==> src/sv/ffac_ram.sv <==
// Generic simple dual-port RAM with registered read
`default_nettype none
module ffac_ram #(
  parameter int WIDTH = 8,
  parameter int DEPTH = 16
) (
  input  wire logic                     clk,
  input  wire logic                     we,
  input  wire logic [$clog2(DEPTH)-1:0] waddr,
  input  wire logic [WIDTH-1:0]         wdata,
  input  wire logic [$clog2(DEPTH)-1:0] raddr,
  output logic      [WIDTH-1:0]         rdata
);
  logic [WIDTH-1:0] mem [DEPTH];

  always_ff @(posedge clk) begin
    if (we) begin
      mem[waddr] <= wdata;
    end
    rdata <= mem[raddr];
  end
endmodule
`default_nettype wire

==> config.mk <==
export PLATFORM = sky130hd
export DESIGN_NAME = ffac_ram
export DESIGN_NICKNAME = d
export VERILOG_FILES = /design/src/sv/ffac_ram.sv
export SDC_FILE = /design/constraint.sdc
export NUM_CORES = 1
export LEC_CHECK = 0
export BUFFER_PORTS_ARGS = -buffer_cell sky130_fd_sc_hd__buf_2
export CAP_MARGIN = 20
export CELL_PAD_IN_SITES_DETAIL_PLACEMENT = 1
export CELL_PAD_IN_SITES_GLOBAL_PLACEMENT = 1
export CORE_AREA = 4 4 123 90
export CTS_CLUSTER_DIAMETER = 120
export DETAILED_ROUTE_END_ITERATION = 12
export DIE_AREA = 0 0 127 94
export PLACE_DENSITY = 0.77
export SLEW_MARGIN = 40
export SYNTH_ARGS = -nofsm -noshare
export SYNTH_HDL_FRONTEND = slang
export SYNTH_SLANG_ARGS = --single-unit
==> constraint.sdc <==
create_clock -name clk -period 2.1 [get_ports clk]
set_input_delay 0.21 -clock clk [delete_from_list [all_inputs] [get_ports clk]]
set_output_delay 0.21 -clock clk [all_outputs]
set_load 0.01 [all_outputs]
==> out/results.txt <==
status = finished clean
Post CTS Setup Buffer Count = 0
clock-pin slew on the worst setup and hold paths = 60 ps
Int Power = 5.145 mW
synth-to-layout area growth = 19.20%
Placed Cells = 396
Antenna Nets Post-Route = 0
Net Sw Frac = 0.1891
share of layout cells above drive strength 1 = 0.3142
Reg2Reg Setup Slack = 690 ps
share of total power in sequential cells = 0.482
CTS tree = done
crit start category = register
Mapped Area = 0.005147 mm2
switching power total = 1.200 mW
Die H = 94 um
setup ws final = 687.0 ps
Hold Path Class = in2reg
TritonCTS buffer count = 17
clock network fraction of total power = 0.473
Hold Path Sink = mem[12][7]$_DFFE_PP_
Root Buffer = clkbuf_16
Yosys warnings = 0
Syn Inst Count = 229
IO Pins = 26
Setup TNS = 0 ps
total grt overflow = 0
hold_sp = wdata[7]
cts repair resizes = 0
vias in the first global route = 2649
Cell Count, Final, Fillers Out = 428
FF-to-FF End = rdata[1]$_DFF_P_
Detailed Routing Iterations Pass 1 = 4
WP data required = 2380 ps
CP max FO = 1
global router's overall resource usage = 0.1951
Clk Latency, worst-skew pair = 400 ps
Final Power = 6.345 mW
final hold vios = 0
max_slew headroom = 0.7234
Initial Utilization = 0.5144
syn_nets = 247
worst slew pin tran = 414.9 ps
Max Cap Viol = 0
hold_buf cts = 0
part of the cycle the worst path needs = 0.6729
leakage power = 2.109 nW
design area = 0.006136 mm2
Avg Cell Area, Syn = 22.48 um2
post-synth top area cell = edfxtp_1
largest net degree at the start of global routing = 33
Clock Sink Count = 136
top cells by area, synth = edfxtp_1 75%, mux4_2 7.9%, mux4_1 7.1%
Peak Freq = 0.7077 GHz
Core Footprint = 0.01001 mm2
Antenna Cells = 0
crit path from = mem[10][1]$_DFFE_PP_
R2R depth = 3
H-tree depth = 4
origin of the critical flop-to-flop path = mem[10][1]$_DFFE_PP_
nets = 301
post-synthesis cell type count = 19
total wire length = 10370 um
area post-placement = 0.005527 mm2
P per Cell Area = 1034 mW/mm2
Combinational Power Share = 0.045
Max Clock Skew = 6.368 ps
clock tree buffer depth = 2
Starting DRT DRC Count = 235
RSZ-0062 raised after global routing = no
area fraction of the dominant cell type after synthesis = 0.7467
post-DR wirelength/cell = 24.24 um
Critical Path End Type = register
Hold Path Cell Cnt = 1
Post-DP HPWL = 6766 um
first-pass GRT wire length = 16050 um
Synth Register Bits = 136
sequential fraction of the synthesis area = 0.7778
GPL Wtd Cong = 0.7233
critical path arrival = 1690 ps
number of remaining DRC errors = 0
PortBufs = 25
Post-Place Setup Slack = 327.5 ps
pins over their slew limit = 0
row count = 31
post-layout min period = 1413 ps
maximum vdd ir drop = 0.6955 mV
full die area = 0.01194 mm2
final setup fails = 0
initial antenna violation count = 0
vias per cell = 5.708
critical path class = reg2reg
Die Width = 127 um
via count = 2443
[how the worst max path moves through the flow]
stage | cells after the start | slack (ps) | end
2_1_floorplan | 2 | 400 | mem[0][0]$_DFFE_PP_
3_3_place_gp | 5 | 450 | rdata[5]$_DFF_P_
3_5_place_dp | 5 | 330 | rdata[1]$_DFF_P_
4_1_cts | 3 | 630 | rdata[1]$_DFF_P_
5_1_grt | 3 | 650 | rdata[1]$_DFF_P_
6_report | 3 | 690 | rdata[1]$_DFF_P_
[state kept, by name, summed over array words and instances, names as in the netlist]
register  count
mem         128
rdata         8
[per-layer routing]
layer / up-vias / GRT usage / part of all wire
li1: 1079 / - / -
met1: 1275 / 0.2689 / 0.43
met2: 71 / 0.3006 / 0.49
met3: 18 / 0.04773 / 0.053
met4: 0 / 0.08482 / 0.021
met5: - / 0 / 0
[worst max-delay path: stages, from the launching register on]
cell      delay (ps)
edfxtp_1         380
mux4_1           520
a22oi_1          300
nand2_1           90
[area by class of cell]
| type | count | area [um2] |
|---|---|---|
| flip-flops and latches | 136 | 4004 |
| fillers | 841 | 3871 |
| multi-input cells | 83 | 1057 |
| clock buffers | 24 | 491.7 |
| repair buffers | 45 | 300.3 |
| well taps | 132 | 165.2 |
| clock inverters | 8 | 117.6 |
[cells in the mapped netlist (all sizes together)]
cell type,instances
edfxtp,128
mux4,32
nand3b,2
buf,7
nand2b,2
nor3,4
nor2b,1
and2,1
a22oi,16
clkdlybuf4s25,3
dfxtp,8
nand3,1
nand2,9
nor2,13
or3b,1
and2b,1
[power by group through the flow]
stage	logic, mW	clock network, mW	registers, mW
final	0.285	3.00	3.06
after global routing	0.313	3.21	3.06
after CTS	0.293	3.06	3.06
after detailed placement	0.291	0	3.11
after global placement	0.278	0	3.11
after floorplan	0.154	0	3.11
[metrics by stage]
stage	util	hold slack, ps
final	0.6132	194.3
after global routing	0.6132	189.0
after CTS	0.6132	174.5
after detailed placement	0.5523	611.1
after global placement	0.5523	592.0
after floorplan	-	308.9
[cells by family (layout without fill, tap and decap cells)]
group                  count (synthesis)  count (layout)  share of synthesized area
multiplexers                          32              32                     0.1502
buffers and inverters                 10              77                    0.01677
flip-flops                           136             136                     0.7778
AO/OA/AOI/OAI                         16              16                    0.02334
AND/OR/NAND/NOR                       35              35                    0.03184
[placed cells by master (no fill, tap or decap), types with 3 or more instances in the layout]
cell,count
edfxtp_1,128
buf_2,25
mux4_2,18
buf_4,18
clkbuf_16,17
a22oi_1,16
mux4_1,14
nor2_1,13
nand2_1,9
dfxtp_1,8
nor3_1,4
clkinv_2,4
clkbuf_8,4
bufinv_16,3
clkbuf_1,3
Note: power is estimated with default switching activity, not from simulation.
