--- config.mk ---
export PLATFORM = sky130hd
export DESIGN_NAME = ffac_back_flat
export DESIGN_NICKNAME = d
export VERILOG_FILES = /design/src/sv/ffac_pkg.sv /design/src/sv/ffac_if.sv /design/src/sv/ffac_back.sv /design/src/flat_wrapper.sv
export SDC_FILE = /design/constraint.sdc
export NUM_CORES = 1
export LEC_CHECK = 0
export ABC_AREA = 1
export ABC_CLOCK_PERIOD_IN_PS = 9370
export BUFFER_PORTS_ARGS = -buffer_cell sky130_fd_sc_hd__buf_2
export CORE_MARGIN = 1.5
export CORE_UTILIZATION = 56
export CTS_BUF_LIST = sky130_fd_sc_hd__clkbuf_4 sky130_fd_sc_hd__clkbuf_8 sky130_fd_sc_hd__clkbuf_16
export DETAILED_ROUTE_END_ITERATION = 6
export PLACE_DENSITY = 0.8
export SETUP_SLACK_MARGIN = 0.15
export SYNTH_ARGS = -nofsm -noshare
export SYNTH_HDL_FRONTEND = slang
export SYNTH_SLANG_ARGS = --single-unit
--- constraint.sdc ---
create_clock -name clk -period 9.37 [get_ports clk]
set_clock_uncertainty 0.2 [all_clocks]
set_input_delay 0.4685 -clock clk [delete_from_list [all_inputs] [get_ports clk]]
set_output_delay 0.4685 -clock clk [all_outputs]
set_load 0.005 [all_outputs]
--- src/sv/ffac_pkg.sv ---
// Shared types, constants and functions of the first-fit allocator
`default_nettype none
package ffac_pkg;
  localparam int MEM_UNITS = 256;
  localparam int IDX_W     = $clog2(MEM_UNITS);
  localparam int CNT_W     = $clog2(MEM_UNITS + 1);
  localparam int SIZE_W    = 9;
  localparam int POS_W     = SIZE_W + 1;
  localparam int SUM_W     = SIZE_W + 2;
  localparam int HANDLE_W  = 32;
  localparam int OP_W      = 2;
  localparam int CFG_AW    = 3;
  localparam int CFG_DW    = 32;

  localparam logic [OP_W-1:0] OP_ALLOC  = 2'd0;
  localparam logic [OP_W-1:0] OP_ERASE  = 2'd1;
  localparam logic [OP_W-1:0] OP_DEFRAG = 2'd2;

  localparam logic REG_MEM_SIZE = 1'b0;
  localparam logic [SIZE_W-1:0] MEM_SIZE_RST = SIZE_W'(256);

  typedef enum logic [1:0] {CMD_ALLOC, CMD_ERASE, CMD_DEFRAG, CMD_FAIL} cmd_kind_t;

  typedef struct packed {
    cmd_kind_t             kind;
    logic [SIZE_W-1:0]     size;
    logic [HANDLE_W-1:0]   handle;
  } cmd_t;

  typedef struct packed {
    logic [SIZE_W-1:0]   start;
    logic [SIZE_W-1:0]   len;
    logic [HANDLE_W-1:0] handle;
  } entry_t;

  localparam int ENTRY_W = $bits(entry_t);

  typedef struct packed {
    logic             we;
    logic [IDX_W-1:0] addr;
    entry_t           data;
  } ram_wr_t;

  function automatic logic [SIZE_W-1:0] eff_size(input logic [SIZE_W-1:0] m);
    logic [SIZE_W-1:0] cap;
    cap = SIZE_W'(MEM_UNITS);
    return (m > cap) ? cap : m;
  endfunction
endpackage
`default_nettype wire

--- src/sv/ffac_if.sv ---
// Item channel interfaces of the first-fit allocator
`default_nettype none


interface ffac_out_if;
  logic                          valid;
  logic                          ready;
  logic [ffac_pkg::HANDLE_W-1:0] handle_out;
  logic                          ok;
  modport source (output valid, handle_out, ok, input ready);
  modport sink (input valid, handle_out, ok, output ready);
endinterface
`default_nettype wire

--- src/sv/ffac_back.sv ---
// Back end: run commands against the block table, hold the result
`default_nettype none
module ffac_back (
  input  wire logic                          clk,
  input  wire logic                          rst_n,
  input  wire ffac_pkg::cmd_t                cmd_i,
  input  wire logic                          cmd_valid_i,
  output logic                               cmd_pop_o,
  input  wire logic [ffac_pkg::SIZE_W-1:0]   eff_size_i,
  output ffac_pkg::ram_wr_t                  ram_wr_o,
  output logic [ffac_pkg::IDX_W-1:0]         ram_raddr_o,
  input  wire ffac_pkg::entry_t              ram_rdata_i,
  ffac_out_if.source                         out_ch
);
  import ffac_pkg::*;

  typedef enum logic [2:0] {
    S_IDLE, S_ASCAN, S_SHUP, S_INS, S_ESCAN, S_SHDN, S_DEFRAG
  } state_t;

  state_t              state_r, state_nxt;
  logic [CNT_W-1:0]    cnt_r, cnt_nxt;
  logic [HANDLE_W-1:0] hc_r, hc_nxt, hc_new;
  logic                rd_on_r, rd_on_nxt, rd_up_r, rd_up_nxt;
  logic [IDX_W-1:0]    rd_i_r, rd_i_nxt, rd_end_r, rd_end_nxt;
  logic                dv_r, dv_nxt;
  logic [IDX_W-1:0]    wi_r, wi_nxt, p_r, p_nxt;
  logic [POS_W-1:0]    lo_r, lo_nxt;
  cmd_t                cur_r, cur_nxt;
  logic                res_valid_r, res_valid_nxt, res_ok_r, res_ok_nxt;
  logic [HANDLE_W-1:0] res_handle_r, res_handle_nxt;
  entry_t              ent;
  logic [IDX_W-1:0]    n_m1;
  logic                last;
  logic [POS_W-1:0]    eff1, ent_end;
  logic [SUM_W-1:0]    fit_sum, tail_sum;

  assign ent      = ram_rdata_i;
  assign n_m1     = IDX_W'(cnt_r - 1'b1);
  assign last     = (wi_r == n_m1);
  assign eff1     = POS_W'(eff_size_i) + 1'b1;
  assign ent_end  = POS_W'(ent.start) + POS_W'(ent.len);
  assign fit_sum  = SUM_W'(lo_r) + SUM_W'(cur_r.size);
  assign tail_sum = SUM_W'(ent_end) + SUM_W'(cur_r.size);
  assign hc_new   = (hc_r + 1'b1 == '0) ? HANDLE_W'(1) : hc_r + 1'b1;

  assign out_ch.valid      = res_valid_r;
  assign out_ch.handle_out = res_handle_r;
  assign out_ch.ok         = res_ok_r;
  assign ram_raddr_o       = rd_i_r;

  always_comb begin
    state_nxt      = state_r;
    cnt_nxt        = cnt_r;
    hc_nxt         = hc_r;
    rd_on_nxt      = rd_on_r;
    rd_up_nxt      = rd_up_r;
    rd_i_nxt       = rd_i_r;
    rd_end_nxt     = rd_end_r;
    dv_nxt         = 1'b0;
    wi_nxt         = wi_r;
    p_nxt          = p_r;
    lo_nxt         = lo_r;
    cur_nxt        = cur_r;
    res_valid_nxt  = res_valid_r;
    res_ok_nxt     = res_ok_r;
    res_handle_nxt = res_handle_r;
    cmd_pop_o      = 1'b0;
    ram_wr_o.we    = 1'b0;
    ram_wr_o.addr  = wi_r;
    ram_wr_o.data  = ent;

    // advance the read stream
    if (rd_on_r) begin
      dv_nxt = 1'b1;
      wi_nxt = rd_i_r;
      if (rd_i_r == rd_end_r) begin
        rd_on_nxt = 1'b0;
      end else begin
        rd_i_nxt = rd_up_r ? rd_i_r + 1'b1 : rd_i_r - 1'b1;
      end
    end

    if (out_ch.valid && out_ch.ready) begin
      res_valid_nxt = 1'b0;
    end

    case (state_r)
      S_IDLE: begin
        rd_on_nxt = 1'b0;
        dv_nxt    = 1'b0;
        if (cmd_valid_i && !res_valid_r) begin
          cmd_pop_o      = 1'b1;
          cur_nxt        = cmd_i;
          lo_nxt         = POS_W'(1);
          res_handle_nxt = '0;
          res_ok_nxt     = 1'b0;
          rd_up_nxt      = 1'b1;
          rd_i_nxt       = '0;
          rd_end_nxt     = n_m1;
          case (cmd_i.kind)
            CMD_ALLOC: begin
              if (cnt_r == CNT_W'(MEM_UNITS)) begin
                res_valid_nxt = 1'b1;
              end else if (cnt_r == '0) begin
                p_nxt     = '0;
                state_nxt = S_INS;
              end else begin
                rd_on_nxt = 1'b1;
                state_nxt = S_ASCAN;
              end
            end
            CMD_ERASE: begin
              if (cnt_r == '0) begin
                res_valid_nxt = 1'b1;
              end else begin
                rd_on_nxt = 1'b1;
                state_nxt = S_ESCAN;
              end
            end
            CMD_DEFRAG: begin
              if (cnt_r == '0) begin
                res_ok_nxt    = 1'b1;
                res_valid_nxt = 1'b1;
              end else begin
                rd_on_nxt = 1'b1;
                state_nxt = S_DEFRAG;
              end
            end
            default: begin
              res_valid_nxt = 1'b1;
            end
          endcase
        end
      end

      S_ASCAN: begin
        if (dv_r) begin
          if (fit_sum <= SUM_W'(ent.start) && fit_sum <= SUM_W'(eff1)) begin
            p_nxt      = wi_r;
            dv_nxt     = 1'b0;
            rd_on_nxt  = 1'b1;
            rd_up_nxt  = 1'b0;
            rd_i_nxt   = n_m1;
            rd_end_nxt = wi_r;
            state_nxt  = S_SHUP;
          end else begin
            lo_nxt = ent_end;
            if (last) begin
              if (tail_sum <= SUM_W'(eff1)) begin
                p_nxt     = IDX_W'(cnt_r);
                state_nxt = S_INS;
              end else begin
                res_valid_nxt = 1'b1;
                state_nxt     = S_IDLE;
              end
            end
          end
        end
      end

      S_SHUP: begin
        if (dv_r) begin
          ram_wr_o.we   = 1'b1;
          ram_wr_o.addr = wi_r + 1'b1;
          if (wi_r == p_r) begin
            state_nxt = S_INS;
          end
        end
      end

      S_INS: begin
        ram_wr_o.we          = 1'b1;
        ram_wr_o.addr        = p_r;
        ram_wr_o.data.start  = SIZE_W'(lo_r);
        ram_wr_o.data.len    = cur_r.size;
        ram_wr_o.data.handle = hc_new;
        hc_nxt               = hc_new;
        cnt_nxt              = cnt_r + 1'b1;
        res_handle_nxt       = hc_new;
        res_ok_nxt           = 1'b1;
        res_valid_nxt        = 1'b1;
        state_nxt            = S_IDLE;
      end

      S_ESCAN: begin
        if (dv_r) begin
          if (ent.handle == cur_r.handle) begin
            p_nxt  = wi_r;
            dv_nxt = 1'b0;
            if (last) begin
              cnt_nxt       = cnt_r - 1'b1;
              res_ok_nxt    = 1'b1;
              res_valid_nxt = 1'b1;
              rd_on_nxt     = 1'b0;
              state_nxt     = S_IDLE;
            end else begin
              rd_on_nxt  = 1'b1;
              rd_up_nxt  = 1'b1;
              rd_i_nxt   = wi_r + 1'b1;
              rd_end_nxt = n_m1;
              state_nxt  = S_SHDN;
            end
          end else if (last) begin
            res_valid_nxt = 1'b1;
            state_nxt     = S_IDLE;
          end
        end
      end

      S_SHDN: begin
        if (dv_r) begin
          ram_wr_o.we   = 1'b1;
          ram_wr_o.addr = wi_r - 1'b1;
          if (last) begin
            cnt_nxt       = cnt_r - 1'b1;
            res_ok_nxt    = 1'b1;
            res_valid_nxt = 1'b1;
            state_nxt     = S_IDLE;
          end
        end
      end

      S_DEFRAG: begin
        if (dv_r) begin
          ram_wr_o.we         = 1'b1;
          ram_wr_o.data.start = SIZE_W'(lo_r);
          lo_nxt              = lo_r + POS_W'(ent.len);
          if (last) begin
            res_ok_nxt    = 1'b1;
            res_valid_nxt = 1'b1;
            state_nxt     = S_IDLE;
          end
        end
      end

      default: begin
        state_nxt = S_IDLE;
      end
    endcase
  end

  always_ff @(posedge clk) begin
    if (!rst_n) begin
      state_r     <= S_IDLE;
      cnt_r       <= '0;
      hc_r        <= '0;
      rd_on_r     <= 1'b0;
      dv_r        <= 1'b0;
      res_valid_r <= 1'b0;
    end else begin
      state_r     <= state_nxt;
      cnt_r       <= cnt_nxt;
      hc_r        <= hc_nxt;
      rd_on_r     <= rd_on_nxt;
      dv_r        <= dv_nxt;
      res_valid_r <= res_valid_nxt;
    end
    rd_up_r      <= rd_up_nxt;
    rd_i_r       <= rd_i_nxt;
    rd_end_r     <= rd_end_nxt;
    wi_r         <= wi_nxt;
    p_r          <= p_nxt;
    lo_r         <= lo_nxt;
    cur_r        <= cur_nxt;
    res_ok_r     <= res_ok_nxt;
    res_handle_r <= res_handle_nxt;
  end
endmodule
`default_nettype wire

--- src/flat_wrapper.sv ---
// flat-port wrapper written by rule: the top's interface ports become plain ports
module ffac_back_flat import ffac_pkg::*;
  (clk, rst_n, cmd_i, cmd_valid_i, cmd_pop_o, eff_size_i, ram_wr_o, ram_raddr_o, ram_rdata_i, out_ch_valid, out_ch_handle_out, out_ch_ok, out_ch_ready);
  ffac_out_if out_ch_i ();
  input  wire logic clk;
  input  wire logic rst_n;
  input  wire ffac_pkg::cmd_t cmd_i;
  input  wire logic cmd_valid_i;
  output logic cmd_pop_o;
  input  wire logic [ffac_pkg::SIZE_W-1:0] eff_size_i;
  output ffac_pkg::ram_wr_t ram_wr_o;
  output logic [ffac_pkg::IDX_W-1:0] ram_raddr_o;
  input  wire ffac_pkg::entry_t ram_rdata_i;
  output wire logic [$bits(out_ch_i.valid)-1:0] out_ch_valid;
  output wire logic [$bits(out_ch_i.handle_out)-1:0] out_ch_handle_out;
  output wire logic [$bits(out_ch_i.ok)-1:0] out_ch_ok;
  input wire logic [$bits(out_ch_i.ready)-1:0] out_ch_ready;
  assign out_ch_valid = out_ch_i.valid;
  assign out_ch_handle_out = out_ch_i.handle_out;
  assign out_ch_ok = out_ch_i.ok;
  assign out_ch_i.ready = out_ch_ready;
  ffac_back u_core (.clk(clk), .rst_n(rst_n), .cmd_i(cmd_i), .cmd_valid_i(cmd_valid_i), .cmd_pop_o(cmd_pop_o), .eff_size_i(eff_size_i), .ram_wr_o(ram_wr_o), .ram_raddr_o(ram_raddr_o), .ram_rdata_i(ram_rdata_i), .out_ch(out_ch_i));
endmodule
==> results.cfg <==
[clocking]
cts_hold_buffers = 4
cts_resized = 0
clk_pin_slew_ns = 0.07
clock-sinks = 164
h-tree-depth = 4
cts_tree = built
numCtsBuffers = 17
cts_setup_buffers = 0
clk-insertion-delay-late_ns = 0.44
clk_root_buffer_cell = clkbuf_16
clock_path_buffers = 2

[sta]
worstMarginPinSlew_ns = 1.17
timing.final.max_slew_violations = 0
finalSetupViolations = 0
min_period_ns = 4.92
setup_ws_ns = 4.45
slew_headroom_pct = 21.4
rsz0062_at_grt = false
clock.fmax_mhz = 203
hold_viol = 0
setup_tns_ns = 0
min_period_over_period_pct = 52.5

[grt]
grt_use_total_pct = 32.5
grt_max_degree = 70
grt_overflow_total = 0
grt_pass1_wl_um = 57200
grt_pass1_vias = 11400
antenna_found_initial = 2

[synthesis]
avgSynthCellArea_um2 = 7.41
yosys_warnings = 0
synth-edff-count = 109
synth_area_leaders = edfxtp_1 27%, nand2_1 15%, dfxtp_1 9.0%
synth-seq-cells = 164
synthArstFlopShare_pct = 0
post-synth-top-area-fraction_pct = 26.8
yosysSeqAreaShare_pct = 35.8
synthCells = 1650
synth_nets = 1847
synth_flop_cell = edfxtp_1
netlist_area_um2 = 12200
yosysUniqueCellTypes = 55
yosys.area.top_type = edfxtp_1

[hold_path]
hold_class = input pin to register
hp-start = cmd_i[40]

[route]
vias = 12200
routed_wl_um = 36800
drt_iter0_markers = 1261
vias_per_cell = 5.66
wl_per_cell_um = 17.1
ant_nets = 0
drc = 2
firstDrtPassIters = 7

[final_layout]
area_delta_synth_final_pct = 16.5
fill_cells = 1860
nets = 2058
final_layout_size_suffix_gt1_share_pct = 17.4

[die]
dieArea_um2 = 22700
die-width_um = 151
ios = 208
die_y_um = 151
core_um2 = 21200
placementRows = 53
start_util_pct = 57.6

[setup_path]
max_stage_delay_ns = 0.54
endpoint_kind = register
path_common_cell = nand2_1
start_kind = input pin
cp_max_fo = 8
path_buf_inv = 4
cp_top_family = simple AND/OR/NAND/NOR gates
cp_slowest_cell = nor2_1
crit_arrival_ns = 4.80
startpoint = ram_rdata_i[32]
cp.required_ns = 9.25
critPathKind = input pin to register
r2r-start = u_core.cur_r[32]

[place]
place.gp.congestion = 1.01
pre_cts_ws_ns = 4.16
hpwlAfterDp_um = 28200
portBuffers = 207

[power_and_ir_drop]
combPwrFrac_pct = 49.8
switching_power_mw = 1.75
p_leak_nw = 6.80
netSwitchingFraction_pct = 44.8
clkPwrFrac_pct = 19.5
cellPowerDensity_nw_per_um2 = 274
peakVddDrop_mv = 0.153
p_seq_share_pct = 30.7
intPower_mw = 2.16

[outcome]
status = finished, violations left
violations = DRC

[flow_run]
max-cap-violations = 0
[worst paths after layout]
kind | endpoint | slack (ns) | cells past startpoint
max | u_core.p_r[7] | 4.45 | 25
max reg2reg | u_core.p_r[7] | 4.76 | 19
min | u_core.cur_r[40] | 0.003 | 1
min reg2reg | u_core.hc_r[30] | 0.29 | 2
[layout by cell type (no fill, tap or decap), types with 4 or more instances in the layout]
cell type / instances
nor2_4: 6
inv_1: 181
nor3_1: 25
o22ai_1: 11
mux2_2: 8
inv_2: 18
o21ai_0: 73
nand3_1: 85
clkbuf_16: 17
nand4_1: 12
buf_4: 6
edfxtp_1: 109
nand3b_1: 10
dlygate4sd3_1: 10
a21o_1: 6
o211ai_1: 10
nand2_2: 14
ha_1: 86
nor2_1: 140
inv_8: 4
a31oi_1: 4
dfxtp_1: 55
o21ai_1: 9
a211oi_2: 4
buf_2: 207
nand2_1: 494
nor2_2: 11
fa_1: 5
or2_2: 9
a21oi_1: 96
or2_1: 7
xor2_1: 48
xnor2_1: 47
[cell type report]
cell class / instances / area [um^2] / share of cell area (%)
Inverter: 202 / 762 / 5.35
Tap cell: 275 / 344 / 2.42
Clock inverter: 14 / 190 / 1.34
Sequential cell: 164 / 4370 / 30.7
Multi-Input combinational cell: 1253 / 6960 / 48.8
Timing Repair Buffer: 223 / 1180 / 8.29
Antenna cell: 2 / 5.00 / 0.0351
Clock buffer: 18 / 433 / 3.04
[flip-flops by register name (all words and copies together) (netlist names)]
register	cells
u_core.cnt_r	9
u_core.cur_r	41
u_core.dv_r	1
u_core.hc_r	32
u_core.lo_r	10
u_core.out_ch.handle_out	32
u_core.out_ch.ok	1
u_core.out_ch.valid	1
u_core.p_r	8
u_core.ram_raddr_o	8
u_core.rd_end_r	8
u_core.rd_on_r	1
u_core.rd_up_r	1
u_core.state_r	3
u_core.wi_r	8
[layer usage]
layer | wire (um) | GRT usage, % | vias up
met5 | 0 | 0 | -
met2 | 17000 | 54.2 | 628
met4 | 1250 | 13.3 | 0
met1 | 15300 | 42.0 | 5581
met3 | 3240 | 5.09 | 113
li1 | - | - | 5842
[cell families after synthesis]
family / synth area share [%]
AND/OR/NAND/NOR: 28.6
buffers and inverters: 7.42
flip-flops: 35.8
XOR/XNOR: 6.81
adder cells (fa/ha/maj): 9.62
AO/OA/AOI/OAI: 11.1
multiplexers: 0.737
[Yosys cell counts (4+ instances only)]
master	count
a21o_1	6
or2_2	9
a21oi_1	96
a211oi_2	4
inv_1	181
or2_1	7
mux2_2	8
o21ai_0	74
ha_1	86
xnor2_1	47
xor2_1	48
nor3_1	25
fa_1	5
nand4_1	12
nor2_4	5
nand3_1	85
nand2_1	494
o211ai_1	10
dfxtp_1	55
nand2_2	14
buf_2	5
inv_2	18
a31oi_1	4
clkbuf_1	21
nor2_2	11
nor2_1	141
o22ai_1	11
o21ai_1	8
edfxtp_1	109
nand3b_1	10
[power by group through the flow]
stage,sequential (mW),clock (mW),combinational [mW]
floorplan,1.15,0,1.34
CTS,1.19,0.759,1.90
finish,1.20,0.762,1.95
global route,1.22,0.786,2.17
detailed placement,1.21,0,1.88
global placement,1.20,0,1.83
[stage by stage]
stage                     hold slack, ns  total power, mW  util (%)  std cells  area (um^2)
after global placement             0.261             3.03      63.7       2107        13500
final                            0.00335             3.91      67.1       2151        14200
after global routing            0.000332             4.17      67.1       2151        14200
after detailed placement           0.277             3.09      63.7       2107        13500
after floorplan                    0.253             2.49         -       1650        12200
after CTS                       0.000213             3.85      66.8       2143        14200
(Power assumes the default switching activity.)
