<file path="src/sv/ffac_pkg.sv">
// Shared types, constants and functions of the first-fit allocator
`default_nettype none
package ffac_pkg;
  localparam int MEM_UNITS = 256;
  localparam int IDX_W     = $clog2(MEM_UNITS);
  localparam int CNT_W     = $clog2(MEM_UNITS + 1);
  localparam int SIZE_W    = 9;
  localparam int POS_W     = SIZE_W + 1;
  localparam int SUM_W     = SIZE_W + 2;
  localparam int HANDLE_W  = 32;
  localparam int OP_W      = 2;
  localparam int CFG_AW    = 3;
  localparam int CFG_DW    = 32;

  localparam logic [OP_W-1:0] OP_ALLOC  = 2'd0;
  localparam logic [OP_W-1:0] OP_ERASE  = 2'd1;
  localparam logic [OP_W-1:0] OP_DEFRAG = 2'd2;

  localparam logic REG_MEM_SIZE = 1'b0;
  localparam logic [SIZE_W-1:0] MEM_SIZE_RST = SIZE_W'(256);

  typedef enum logic [1:0] {CMD_ALLOC, CMD_ERASE, CMD_DEFRAG, CMD_FAIL} cmd_kind_t;

  typedef struct packed {
    cmd_kind_t             kind;
    logic [SIZE_W-1:0]     size;
    logic [HANDLE_W-1:0]   handle;
  } cmd_t;

  typedef struct packed {
    logic [SIZE_W-1:0]   start;
    logic [SIZE_W-1:0]   len;
    logic [HANDLE_W-1:0] handle;
  } entry_t;

  localparam int ENTRY_W = $bits(entry_t);

  typedef struct packed {
    logic             we;
    logic [IDX_W-1:0] addr;
    entry_t           data;
  } ram_wr_t;

  function automatic logic [SIZE_W-1:0] eff_size(input logic [SIZE_W-1:0] m);
    logic [SIZE_W-1:0] cap;
    cap = SIZE_W'(MEM_UNITS);
    return (m > cap) ? cap : m;
  endfunction
endpackage
`default_nettype wire

</file>
<file path="src/sv/ffac_if.sv">
// Item channel interfaces of the first-fit allocator
`default_nettype none
interface ffac_in_if;
  logic                          valid;
  logic                          ready;
  logic [ffac_pkg::OP_W-1:0]     op;
  logic [ffac_pkg::SIZE_W-1:0]   alloc_size;
  logic [ffac_pkg::HANDLE_W-1:0] handle_in;
  modport source (output valid, op, alloc_size, handle_in, input ready);
  modport sink (input valid, op, alloc_size, handle_in, output ready);
endinterface

`default_nettype wire

</file>
<file path="src/sv/ffac_front.sv">
// Front end: accept items, classify them, queue commands
`default_nettype none
module ffac_front (
  input  wire logic                          clk,
  input  wire logic                          rst_n,
  ffac_in_if.sink                            in_ch,
  input  wire logic [ffac_pkg::SIZE_W-1:0]   eff_size_i,
  output ffac_pkg::cmd_t                     cmd_o,
  output logic                               cmd_valid_o,
  input  wire logic                          cmd_pop_i
);
  import ffac_pkg::*;

  cmd_t       q_r [2];
  logic       head_r, head_nxt;
  logic [1:0] cnt_r, cnt_nxt;
  logic       push, pop, tail;
  cmd_t       cls;

  always_comb begin
    cls.size   = in_ch.alloc_size;
    cls.handle = in_ch.handle_in;
    case (in_ch.op)
      OP_ALLOC: begin
        if (in_ch.alloc_size == '0 || in_ch.alloc_size > eff_size_i) begin
          cls.kind = CMD_FAIL;
        end else begin
          cls.kind = CMD_ALLOC;
        end
      end
      OP_ERASE:  cls.kind = CMD_ERASE;
      OP_DEFRAG: cls.kind = CMD_DEFRAG;
      default:   cls.kind = CMD_FAIL;
    endcase
  end

  assign in_ch.ready = (cnt_r != 2'd2);
  assign push        = in_ch.valid && in_ch.ready;
  assign cmd_valid_o = (cnt_r != 2'd0);
  assign pop         = cmd_pop_i && cmd_valid_o;
  assign tail        = head_r ^ cnt_r[0];
  assign cmd_o       = q_r[head_r];

  always_comb begin
    head_nxt = pop ? ~head_r : head_r;
    cnt_nxt  = cnt_r + {1'b0, push} - {1'b0, pop};
  end

  always_ff @(posedge clk) begin
    if (!rst_n) begin
      head_r <= 1'b0;
      cnt_r  <= 2'd0;
    end else begin
      head_r <= head_nxt;
      cnt_r  <= cnt_nxt;
    end
    if (push) begin
      q_r[tail] <= cls;
    end
  end
endmodule
`default_nettype wire

</file>
<file path="src/flat_wrapper.sv">
// flat-port wrapper written by rule: the top's interface ports become plain ports
module ffac_front_flat import ffac_pkg::*;
  (clk, rst_n, eff_size_i, cmd_o, cmd_valid_o, cmd_pop_i, in_ch_valid, in_ch_op, in_ch_alloc_size, in_ch_handle_in, in_ch_ready);
  ffac_in_if in_ch_i ();
  input  wire logic clk;
  input  wire logic rst_n;
  input  wire logic [ffac_pkg::SIZE_W-1:0] eff_size_i;
  output ffac_pkg::cmd_t cmd_o;
  output logic cmd_valid_o;
  input  wire logic cmd_pop_i;
  input wire logic [$bits(in_ch_i.valid)-1:0] in_ch_valid;
  input wire logic [$bits(in_ch_i.op)-1:0] in_ch_op;
  input wire logic [$bits(in_ch_i.alloc_size)-1:0] in_ch_alloc_size;
  input wire logic [$bits(in_ch_i.handle_in)-1:0] in_ch_handle_in;
  output wire logic [$bits(in_ch_i.ready)-1:0] in_ch_ready;
  assign in_ch_i.valid = in_ch_valid;
  assign in_ch_i.op = in_ch_op;
  assign in_ch_i.alloc_size = in_ch_alloc_size;
  assign in_ch_i.handle_in = in_ch_handle_in;
  assign in_ch_ready = in_ch_i.ready;
  ffac_front u_core (.clk(clk), .rst_n(rst_n), .in_ch(in_ch_i), .eff_size_i(eff_size_i), .cmd_o(cmd_o), .cmd_valid_o(cmd_valid_o), .cmd_pop_i(cmd_pop_i));
endmodule
</file>
<file path="config.mk">
export PLATFORM = sky130hd
export DESIGN_NAME = ffac_front_flat
export DESIGN_NICKNAME = d
export VERILOG_FILES = /design/src/sv/ffac_pkg.sv /design/src/sv/ffac_if.sv /design/src/sv/ffac_front.sv /design/src/flat_wrapper.sv
export SDC_FILE = /design/constraint.sdc
export NUM_CORES = 1
export LEC_CHECK = 0
export BUFFER_PORTS_ARGS = -buffer_cell sky130_fd_sc_hd__buf_2
export CORE_ASPECT_RATIO = 0.5
export CORE_MARGIN = 10
export CORE_UTILIZATION = 45
export CTS_BUF_LIST = sky130_fd_sc_hd__clkbuf_8
export CTS_CLUSTER_DIAMETER = 30
export CTS_CLUSTER_SIZE = 8
export DETAILED_ROUTE_END_ITERATION = 10
export PLACE_DENSITY = 0.81
export SLEW_MARGIN = 0
export SYNTH_ARGS = -nofsm -noshare
export SYNTH_HDL_FRONTEND = slang
export SYNTH_SLANG_ARGS = --single-unit
</file>
<file path="constraint.sdc">
create_clock -name clk -period 2.5 [get_ports clk]
set_input_delay 0.25 -clock clk [delete_from_list [all_inputs] [get_ports clk]]
set_output_delay 0.25 -clock clk [all_outputs]
set_load 0.02 [all_outputs]
</file>
==> results of run 1 <==
## worst max-delay path, delay by kind of cell, from the launching register on
kind / cells / cell delay, ns
mux: 1 / 0.36
flops: 1 / 0.66
buf+inv: 2 / 0.41
## how the worst min path moves through the flow
| stage | startpoint | endpoint | slack (ns) | depth (start not counted) |
|---|---|---|---|---|
| 2_1_floorplan | in_ch_handle_in[0] | u_core.q_r[0][0]$_DFFE_PP_ | 0.35 | 0 |
| 3_3_place_gp | in_ch_handle_in[14] | u_core.q_r[1][14]$_DFFE_PP_ | 0.44 | 1 |
| 3_5_place_dp | in_ch_handle_in[9] | u_core.q_r[1][9]$_DFFE_PP_ | 0.44 | 1 |
| 4_1_cts | in_ch_handle_in[9] | u_core.q_r[1][9]$_DFFE_PP_ | 0.07 | 1 |
| 5_1_grt | in_ch_handle_in[3] | u_core.q_r[1][3]$_DFFE_PP_ | 0.07 | 1 |
| 6_report | in_ch_handle_in[17] | u_core.q_r[1][17]$_DFFE_PP_ | 0.09 | 1 |
## cell families (layout without fill, tap and decap cells)
family | Yosys count | after routing | synth area share [%]
fa+ha+maj | 11 | 11 | 3.83
flops | 90 | 90 | 74.2
compound gates | 11 | 11 | 1.95
buf+inv | 19 | 131 | 2.13
mux | 43 | 43 | 13.5
simple gates | 19 | 19 | 3.45
xor+xnor | 4 | 4 | 0.976
## power by group through the flow
stage                     Sequential, mW  Clock, mW  Combinational (mW)
after global routing                2.38      0.975                1.93
after detailed placement            2.37          0                1.83
after global placement              2.33          0                1.79
final                               2.33      0.893                1.79
after floorplan                     2.29          0                1.23
after CTS                           2.33      0.916                1.84
## metal layers
layer	vias up	GRT usage, %
met5	-	0
met1	982	11.3
met2	45	22.5
li1	975	-
met3	11	3.84
met4	0	5.29
## through the flow
| stage | area (um2) | cells | hold slack, ns |
|---|---|---|---|
| after floorplan | 3590 | 197 | 0.349 |
| after detailed placement | 4270 | 403 | 0.444 |
| after global placement | 4270 | 403 | 0.438 |
| after global routing | 4440 | 417 | 0.0679 |
| final | 4440 | 417 | 0.0942 |
| after CTS | 4440 | 417 | 0.0721 |
## cell usage in the layout (no fill, tap or decap), drive strengths merged, types with 2 or more instances in the layout
cell	instances
and2	3
a21oi	5
clkinv	3
edfxtp	86
o31ai	2
inv	15
ha	11
xnor2	4
nand2	4
nand4	2
dfxtp	4
nor2b	2
buf	103
nor2	2
mux2	43
clkbuf	9
## area by class of cell
type | instances | area, um2
Sequential cell | 90 | 2660
Multi-Input combinational cell | 88 | 860
Timing Repair Buffer | 103 | 561
Fill cell | 602 | 3100
Inverter | 14 | 52.6
Clock buffer | 9 | 124
Tap cell | 108 | 135
Clock inverter | 5 | 48.8
## flip-flops by register name, indices dropped and copies added, names as in the netlist, named ones only
name	count
u_core.head_r	1
u_core.q_r	86
u_core.cnt_r	2
==> results.txt, run 1 <==
In the post-synthesis netlist, the cell with the most instances is edfxtp_1. Dividing the synthesized area by the synthesized cell count gives 18.2 um2. After floorplanning, the core was divided into 22 placement rows.

The worst-case IR drop observed on VDD is 0.382 mV. TritonCTS built the clock tree. In this run, post-CTS hold repair placed 0 buffers. The via count was 2013; the post-detailed-route via-to-cell ratio was 4.83.

The net total in the final layout was 373; the power density relative to cell area was 1130 nW/um2. The count of input and output buffers works out to 100. In this design, the stage delay of the slowest critical-path cell is 0.66 ns.

The tool flagged a number of max-cap violations equal to 0. The total count of max-transition violations in the final report was 0; the minimum setup slack in the final design was 0.458 ns. Counting flops and latches in the post-synthesis netlist gives 90. The tools report the cell at the root of the clock tree as clkbuf_8. The detailed-router iteration count before antenna repair was 4; the post-synthesis instance area was 3590 um2. The cell with the biggest individual delay on the critical path is dfxtp_2.

Dominant cell type by area after synthesis: edfxtp_1. For the total die area, the log shows 12200 um2. After detailed routing, the number of remaining DRC violations is 0.

The share of layout cells above drive strength 1 is 53.4%. The run gives 0 as the post-cts gate resize count. Detailed-placement wirelength estimate: 5420 um. Walking the worst path, the cells encountered are buf_12 -> mux2_2 -> buf_2. Counting every net in the synthesized netlist gives 264. The number of antenna repair diodes is 0, and the setup-violating endpoint count in the final report is 0.

At the worst endpoint, the required time is 2.25 ns. The startpoint identified for the worst register-to-register timing path is u_core.cnt_r[0]$_SDFF_PN0_. The run gives 1.73 nW as the standby leakage power. The congestion estimate from routability-driven global placement came to 0.796. The power consumption is 5.01 mW, and the leftover overflow at the end of global routing is 0. The critical path capture point type is a primary output.

The CTS clock-pin slew for the worst setup and hold paths works out to 0.08 ns. The top cell type by area accounts for 71.9% of the synthesized area. In this run the worst path has a maximum fanout of 23.

No sink is reached through more buffers than the 2 on the longest clock path. Capturing instance or port of the critical path: cmd_o[39]. Cell internal power was estimated by the tool at 3.34 mW. The number of enable-type register cells in the synthesized netlist was 86.

During synthesis, Yosys emitted a total of 0 warnings. The instance count of the mapped netlist was 197. Of the total power, the clock network draws 17.8%.

Entering global routing, the biggest net connects 24 pins. The flow ran to the end, and the final reports show no timing, DRC or antenna violations. Wires add up to 7150 um. After the first detailed-routing iteration, the DRC count stood at 80. Net switching is 33.3% of the power. Across all register-to-register paths, the minimum setup slack is 0.59 ns. By area the synthesized netlist is led by edfxtp_1 72%, mux2_2 13%, ha_1 3.8%. The measured slew at the worst slew-check pin is 0.645 ns. Cells fill 58.9% of the core in the end. Once detail routing completed, the nets flagged for antenna violations numbered 0. The run gives 1.67 mW as the switching power.

Yosys mapped the design onto 25 distinct sky130hd cell types. In the synthesized netlist the dominant register cell turns out to be edfxtp_1. Counting cells, the worst reg-to-reg path comes to 8. Of the synthesized area, sequential elements account for 74.2%.

The tools report the number of global-route vias before repair as 2296. After detailed routing, the met3 layer carries 255 um of wire. The wire length of the first global-routing pass is 11400 um, and the overall fraction of global-route tracks in use is 11.8%. The tools report the detailed-routed wire length on met2 as 3980 um. The worst setup path is of the register to primary output kind.

From bottom edge to top edge, the die measures 83.2 um. I/O pin total: 101. The average wire length per cell after detail routing came out at 17.1 um. The worst hold path belongs to the class primary input to register.

Timing would allow up to 0.490 GHz. In this run the number of H-tree levels came out at 3. Setup repair after global routing left no endpoint under its margin.

Measured against its own limit, the worst slew margin works out to 56.9%. Combinational logic burns 35.8% of the power. The end of the worst register-to-register path was u_core.cnt_r[1]$_SDFF_PN0_. In this run, flip-flops and latches consume 46.4% of the power.

In this run the post-CTS setup repair buffer count came out at 0. The fraction of synthesis flops using an asynchronous set or reset pin was 0%. STA classifies the critical path startpoint as a register. The total area inside the core boundary comes to 7540 um2. Across the routed clock network, the largest skew measured is 0.00536 ns.

The worst-case setup slack after placement is 0.583 ns, and the period utilization is 81.7%. The number of antenna violations at the first check in global routing was 0. The tools report the total CTS buffers as 9. In the final routing, the length of wire on met1 measures 2770 um. After routing, the total negative slack on setup checks comes to 0 ns. The hold violation total from the final report came out at 0. The width of the chip was 146 um; the data arrival time of the worst path was 1.79 ns.

CTS saw 90 sinks. The clock latency on the worst-skew pair is 0.34 ns. Top routing layer in use: met4. After synthesis, the most frequently instantiated cells are 86 x edfxtp_1, 43 x mux2_2, 14 x inv_1. The area growth from synthesis to layout is 23.8%. The shortest period the worst path allows was 2.04 ns; the starting density of the core was 47.6%.
Note: power is estimated with default switching activity, not from simulation.
==> run 2: changes to the inputs <==
--- a/config.mk
+++ b/config.mk
@@ -13,7 +13,7 @@
 export CTS_CLUSTER_DIAMETER = 30
 export CTS_CLUSTER_SIZE = 8
 export DETAILED_ROUTE_END_ITERATION = 10
-export PLACE_DENSITY = 0.81
+export PLACE_DENSITY = 0.78
 export SLEW_MARGIN = 0
 export SYNTH_ARGS = -nofsm -noshare
 export SYNTH_HDL_FRONTEND = slang
==> constraint.sdc (replaced) <==
create_clock -name clk -period 2 [get_ports clk]
set_input_delay 0.2 -clock clk [delete_from_list [all_inputs] [get_ports clk]]
set_output_delay 0.2 -clock clk [all_outputs]
set_load 0.02 [all_outputs]
==> run 2 against run 1 <==
Sequential cell count unchanged. Routed wire length up 0.98%. Sequential power up 22%. Hold slack worse by 0.059 ns. Clock power up 40%. Critical path depth up 5. Combinational power up 26%. Setup slack worse by 0.36 ns. First-iteration DRC count up 33%. Utilization up 0.22 points. Sequential share of layout area down 0.22 points. Global-route usage up 0.18 points. Critical path type is now register to register. Critical endpoint is now u_core.cnt_r[1]$_SDFF_PN0_. Largest cell class unchanged. Largest power group unchanged.
==> results.txt, run 2 (synthesized netlist as in run 1, its figures left out) <==
The highest cell delay on the worst timing path is 0.34 ns (-0.32 ns), and the number of hold-repair buffers added at the cts stage is 0 (unchanged). Traced cell by cell, the critical path runs through or2_2 -> and2_1 -> ha_1 -> inv_1 -> ha_1 -> xnor2_1 -> xnor2_1 -> and2_1. For the starting DRC count in detailed routing, the log shows 106 (+33%). The post-detailed-route via-to-cell ratio was 4.74 (-1.8%); the total die area was 12200 um2 (unchanged). The startpoint of the tightest hold check path is in_ch_handle_in[24]. Subtracting the final worst setup slack from the clock period gives 1.90 ns. The share of layout cells above drive strength 1 came out at 53.2% (-0.21 points).

TritonCTS built the clock tree. The chip height came out at 83.2 um (unchanged). The number of sinks handled by clock tree synthesis was 90 (unchanged). The minimum setup slack in the final design was 0.0986 ns (-0.359 ns). In the layout the commonest cells are 100 x buf_2, 86 x edfxtp_1, 43 x mux2_2. The design internal power is 4.28 mW (+28%), and the worst relative slew slack is 75.1% (+18 points). The logs give 0 (unchanged) for the number of antenna violations at the first check in global routing and 0.459 mV (+20%) for the maximum vdd drop. The measured slew at the worst slew-check pin was 0.373 ns (-0.272 ns); the standby leakage power was 1.76 nW (+1.6%).

The tools report the number of global-route vias before repair as 2273 (-1.0%). The tools report the critical path capture point type as a register. The worst setup path startpoint is u_core.cnt_r[0]$_SDFF_PN0_. The logs give 0 (unchanged) for the number of remaining DRC errors and 35.6% (-0.2 points) for the combinational group share of total power. The cell area after placement was 4260 um2 (-0.35%). The data required time at the worst endpoint came out at 2.25 ns (about the same). For the total routed wirelength, the log shows 7220 um (+0.98%).

The data arrival time of the worst path is 2.15 ns (+0.36 ns). The CTS clock-pin slew for the worst setup and hold paths was 0.08 ns (about the same). The run finished with clean final reports.

The type of the tightest min-delay check is primary input to register. The worst clock skew was 0.00415 ns (-0.00121 ns); the switching power was 2.08 mW (+25%). The area of the multi-input gates is 860 um2 (unchanged), and the post-cts gate resize count is 0 (unchanged).

The switching fraction of total power works out to 32.7% (-0.54 points). Most flop-heavy register: u_core.q_r. The run gives 0 (unchanged) as the count of maximum capacitance violations. The total CTS buffers is 9 (unchanged). The via count was 2000 (-0.65%); the count of input and output buffers was 100 (unchanged). The run gives 0 (unchanged) as the number of antenna repair diodes. The sequential share of power was 44.8% (-1.6 points); the leftover overflow at the end of global routing was 0 (unchanged). The fill cell total of the finished layout is 595 (-1.2%).

The critical path is of the register to register type. Hold violation total from the final report: 0 (unchanged). The starting density of the core came out at 47.6% (unchanged). For the number of buffers added for setup after CTS, the log shows 0 (unchanged). The area added between synthesis and finish came out at 24.3%. The slowest stage of the critical path is the dfxtp_1 cell.

The wire length of the first global-routing pass came out at 11500 um (+1.0%). The period utilization is 95.1%. The placement row count was 22 (unchanged); the clock latency on the worst-skew pair was 0.35 ns (about the same). The detailed-router iteration count before antenna repair is 4 (unchanged), and the net total in the final layout is 376 (+0.80%). The tools report the setup-violating endpoint count in the final report as 0 (unchanged). Most frequent standard cell in the layout excluding fill and tap cells: buf_2. Clock share of power: 19.7% (+1.9 points). The I/O pin total is 101 (unchanged), and the average wire length per cell after detail routing is 17.1 um (-0.22%). The biggest fanout along the worst timing path came out at 3 (-87%). The flip-flop count of the largest register, all copies and words added was 86 (unchanged).

The run gives 0.784 (-1.5%) as the routability congestion estimate from global placement. The tools report the final design area excluding fillers as 4460 um2 (+0.37%). The power density relative to cell area came out at 1430 nW/um2 (+27%).

The total count of max-transition violations in the final report came out at 0 (unchanged). Aggregate negative setup slack: 0 ns (unchanged). The number of cells after detailed placement was 406 (+0.74%). The detailed-placement wirelength estimate was 5470 um (+0.99%). The tools report the launch instance of the worst register-to-register path as u_core.cnt_r[0]$_SDFF_PN0_. Static timing analysis puts the maximum clock frequency at 0.526 GHz.

For the overall fraction of global-route tracks in use, the log shows 12.0% (+0.18 points). The final antenna-violating net count is 0 (unchanged), and the post-layout instance count excluding filler cells is 422 (+1.2%). CTS placed an instance of clkbuf_8 at the clock tree root. The width of the chip works out to 146 um (unchanged). The worst setup path is launched from a register. The logs give 3 (unchanged) for the number of H-tree levels and 2 (unchanged) for the clock tree buffer depth. The tools report the maximum number of pins on one net before global-route repair as 29 (+21%). The total core area was 7540 um2 (unchanged); the combined flip-flop and latch cell area was 2660 um2 (unchanged). Setup repair after global routing left no endpoint under its margin.

The largest registers in the layout are u_core.q_r (86), u_core.cnt_r (2), u_core.head_r (1). The worst-case setup slack after placement was 0.0947 ns (-0.488 ns).
## run 2: path summary, 6_finish.rpt
kind / end / cells past startpoint / slack [ns]
worst max-delay path: u_core.cnt_r[1]$_SDFF_PN0_ / 8 / 0.1
worst min-delay path: u_core.q_r[0][24]$_DFFE_PP_ / 1 / 0.04
worst max register to register: u_core.cnt_r[1]$_SDFF_PN0_ / 8 / 0.1
worst min register to register: register / 2 / 0.62
## run 2: worst max-delay path, delay by kind of cell, from the launching register on
kind / cells / cell delay (ns)
xor gates and xnor gates: 2 / 0.27
adders and majority gates: 2 / 0.51
buffers and inverters: 1 / 0.05
DFF: 1 / 0.34
and+or+nand+nor: 3 / 0.64
## run 2: area by class of cell
cell class | count | share of cell area (%)
Sequential cell | 90 | 59.7
Clock inverter | 7 | 1.80
Timing Repair Buffer | 106 | 12.2
Multi-Input combinational cell | 88 | 19.3
Inverter | 14 | 1.18
Tap cell | 108 | 3.03
Clock buffer | 9 | 2.78
## run 2: per-layer routing
metal	GRT usage (%)	part of all wire (%)	vias up
li1	-	-	976
met1	12.6	39	959
met2	21.7	54	57
met3	3.79	4.8	8
met4	5.20	1.4	0
met5	0	0	-
## run 2: power by group through the flow
stage | sequential, mW | clock [mW] | combinational (mW)
2_1_floorplan | 2.85 | 0 | 1.55
3_3_place_gp | 2.85 | 0 | 2.27
3_5_place_dp | 2.90 | 0 | 2.32
4_1_cts | 2.86 | 1.29 | 2.33
5_1_grt | 2.90 | 1.38 | 2.46
6_report | 2.85 | 1.25 | 2.26
## run 2: through the flow
| stage | hold slack (ns) | power, mW | utilization, % |
|---|---|---|---|
| after floorplan | 0.299 | 4.40 | - |
| after global placement | 0.388 | 5.12 | 56.4 |
| after detailed placement | 0.392 | 5.22 | 56.4 |
| after CTS | 0.0119 | 6.48 | 59.1 |
| after global routing | 0.0118 | 6.74 | 59.1 |
| final | 0.0355 | 6.37 | 59.1 |
==> run 3: changes to the inputs <==
==> constraint.sdc (replaced) <==
create_clock -name clk -period 2.2 [get_ports clk]
set_input_delay 0.22 -clock clk [delete_from_list [all_inputs] [get_ports clk]]
set_output_delay 0.22 -clock clk [all_outputs]
set_load 0.02 [all_outputs]
==> run 3 against run 2 <==
Sequential share of layout area grew 0.59 points. Utilization shrank 0.58 points. First-iteration DRC count shrank 26%. Cell area shrank 0.98%. Sequential cell count is the same. Setup slack gained 0.14 ns. Fmax shrank 3.1%. Global-route usage grew 0.25 points.
==> results.txt, run 3 (synthesized netlist as in run 1, its figures left out) <==
Setup repair after global routing left no endpoint under its margin. The path class of the tightest hold or removal check is primary input to register. Area added between synthesis and finish: 23.0%.

TritonCTS built the clock tree. The tools report the leftover overflow at the end of global routing as 0 (unchanged). The run gives 5.59 mW (-12%) as the power consumption.

In the layout the commonest cells are 100 x buf_2, 86 x edfxtp_1, 43 x mux2_2. More flip-flops sit in one register than any other, and that register is u_core.q_r. The detailed-router iteration count before antenna repair is 4 (unchanged), and the met3 layer wire length in the routed design is 362 um (+5.5%).

The logs give 12.2% (+0.25 points) for the overall fraction of global-route tracks in use and 78 (-26%) for the starting DRC count in detailed routing. The number of global-route vias before repair is 2309 (+1.6%), and the clock latency on the worst-skew pair is 0.35 ns (about the same). The flip-flop count of the largest register, all copies and words added was 86 (unchanged). The logs give 7330 um (+1.5%) for the total routed wirelength and 0 (unchanged) for the number of remaining DRC errors. The logs give 0 (unchanged) for the number of antenna repair diodes and 4220 um (+7.6%) for the detailed-routed wire length on met2.

The most critical setup path has its startpoint at u_core.cnt_r[0]$_SDFF_PN0_. Power density relative to cell area: 1270 nW/um2 (-11%). The tools report the maximum number of pins on one net before global-route repair as 23 (-21%).

By startpoint and endpoint, the worst setup path is classified as register to register. The CTS clock-pin slew for the worst setup and hold paths is 0.08 ns (about the same). The logs give 2640 um (-7.3%) for the sum of routed wire segments on met1 and 9 (unchanged) for the total CTS buffers. The chip height was 83.2 um (unchanged); the setup-violating endpoint count in the final report was 0 (unchanged). Cell at the root of the clock tree: clkbuf_8.

The measured slew at the worst slew-check pin was 0.358 ns (-0.0152 ns). The total core area was 7540 um2 (unchanged); the clock tree buffer depth was 2 (unchanged). The worst clock skew is 0.00619 ns (+0.00204 ns), and the post-detailed-route via-to-cell ratio is 4.88 (+2.9%). Total die area: 12200 um2 (unchanged). For the combinational group share of total power, the log shows 37.0% (+1.4 points). Count of maximum capacitance violations: 0 (unchanged). For the fmax, the log shows 0.509 GHz (-3.1%).

The run gives 0 (unchanged) as the number of buffers added for setup after CTS. Final antenna-violating net count: 0 (unchanged). The number of antenna violations at the first check in global routing is 0 (unchanged). The aggregate negative setup slack is 0 ns (unchanged), and the average wire length per cell after detail routing is 17.4 um (+1.5%). The worst setup path is launched from a register. The logs give 422 (unchanged) for the post-layout instance count excluding filler cells and 4420 um2 (-0.98%) for the final design area excluding fillers.

The library cell used most frequently in the layout, excluding fill and tap cells, is buf_2. Worst relative slew slack: 75.9% (+0.81 points). The maximum vdd drop is 0.520 mV (+13%). The total count of max-transition violations in the final report is 0 (unchanged), and the hold violation total from the final report is 0 (unchanged). The run finished with clean final reports. Width of the chip: 146 um (unchanged). The number of cells after detailed placement is 406 (unchanged), and the net total in the final layout is 376 (unchanged). In this run the critical register-to-register path is launched from u_core.cnt_r[0]$_SDFF_PN0_. For the via count, the log shows 2058 (+2.9%). The setup slack of the most critical reg-to-reg path is 0.24 ns (+0.14 ns). In this run the worst setup path terminates at u_core.cnt_r[1]$_SDFF_PN0_. The tools report the data arrival time of the worst path as 2.21 ns (+0.06 ns). For the number of H-tree levels, the log shows 3 (unchanged).

The biggest fanout along the worst timing path is 3 (unchanged). The startpoint of the tightest hold check path was in_ch_handle_in[26]. The post-cts gate resize count is 0 (unchanged). The clock share of power was 16.7% (-3.0 points). The tools report the design internal power as 3.66 mW (-14%).

Data required time at the worst endpoint: 2.45 ns (+0.20 ns). The number of sinks handled by clock tree synthesis is 90 (unchanged), and the placement row count is 22 (unchanged). The run gives 47.6% (unchanged) as the starting density of the core. The switching power is 1.93 mW (-7.4%). Signal routing reaches up to met4. The standby leakage power was 1.72 nW (-2.0%). The largest registers in the layout are u_core.q_r (86), u_core.cnt_r (2), u_core.head_r (1).

The switching fraction of total power is 34.5% (+1.7 points), and the routability congestion estimate from global placement is 0.773 (-1.3%). The count of input and output buffers was 100 (unchanged); the share of layout cells above drive strength 1 was 53.2% (unchanged). For the detailed-placement wirelength estimate, the log shows 5530 um (+1.0%).

The tools report the wire length of the first global-routing pass as 11700 um (+1.7%). The sequential share of power was 46.4% (+1.6 points); the cell area after placement was 4260 um2 (unchanged). Depth of the worst register-to-register path: 8 (unchanged). The worst register-to-register path ends at u_core.cnt_r[1]$_SDFF_PN0_.

The logs give 602 (+1.2%) for the fill cell total of the finished layout and 0 (unchanged) for the number of hold-repair buffers added at the cts stage. The period utilization is 89.2% (-5.8 points). Shortest period the worst path allows: 1.96 ns (+0.0615 ns). STA classifies the critical path endpoint as a register. I/O pin total: 101 (unchanged).
## run 3: power groups by stage
stage / Sequential (mW) / Combinational (mW) / Clock (mW)
final: 2.59 / 2.07 / 0.932
after global routing: 2.64 / 2.23 / 1.05
after CTS: 2.60 / 2.12 / 0.970
after detailed placement: 2.64 / 2.11 / 0
after global placement: 2.59 / 2.05 / 0
after floorplan: 2.60 / 1.41 / 0
## run 3: how the worst min path moves through the flow
stage,slack [ns],cells after the start,end
after detailed placement,0.41,1,u_core.q_r[1][10]$_DFFE_PP_
after floorplan,0.32,0,u_core.q_r[0][0]$_DFFE_PP_
after global placement,0.41,1,u_core.q_r[0][10]$_DFFE_PP_
after global routing,0.02,1,u_core.q_r[1][15]$_DFFE_PP_
final,0.05,1,u_core.q_r[0][26]$_DFFE_PP_
after CTS,0.03,1,u_core.q_r[0][26]$_DFFE_PP_
## run 3: worst max-delay path, cell delays in order, from the launching register on
cell,delay [ns]
dfxtp_1,0.35
or2_2,0.31
and2_1,0.19
ha_1,0.29
inv_1,0.05
ha_1,0.20
xnor2_1,0.22
xnor2_1,0.09
and2_1,0.15
## run 3: cell type report
cell class / count / area (um2) / share of cell area, %
clock buffer: 9 / 124 / 2.80
clock inverter: 7 / 36.3 / 0.822
inverter: 14 / 52.6 / 1.19
multi-input combinational: 88 / 860 / 19.5
sequential: 90 / 2660 / 60.3
tap: 108 / 135 / 3.06
timing repair buffer: 106 / 546 / 12.4
## run 3: per-layer routing
layer	GRT usage [%]	vias to the layer above
li1	-	975
met1	12.0	1010
met2	23.3	61
met3	4.49	12
met4	4.13	0
met5	0	-
## run 3: metrics by stage
step / utilization, % / setup WS (ns) / hold WS (ns)
detailed placement: 56.4 / 0.273 / 0.412
finish: 58.6 / 0.237 / 0.0521
global placement: 56.4 / 0.416 / 0.407
floorplan: - / 0.0738 / 0.319
CTS: 58.6 / 0.252 / 0.0266
global route: 58.6 / 0.110 / 0.0206
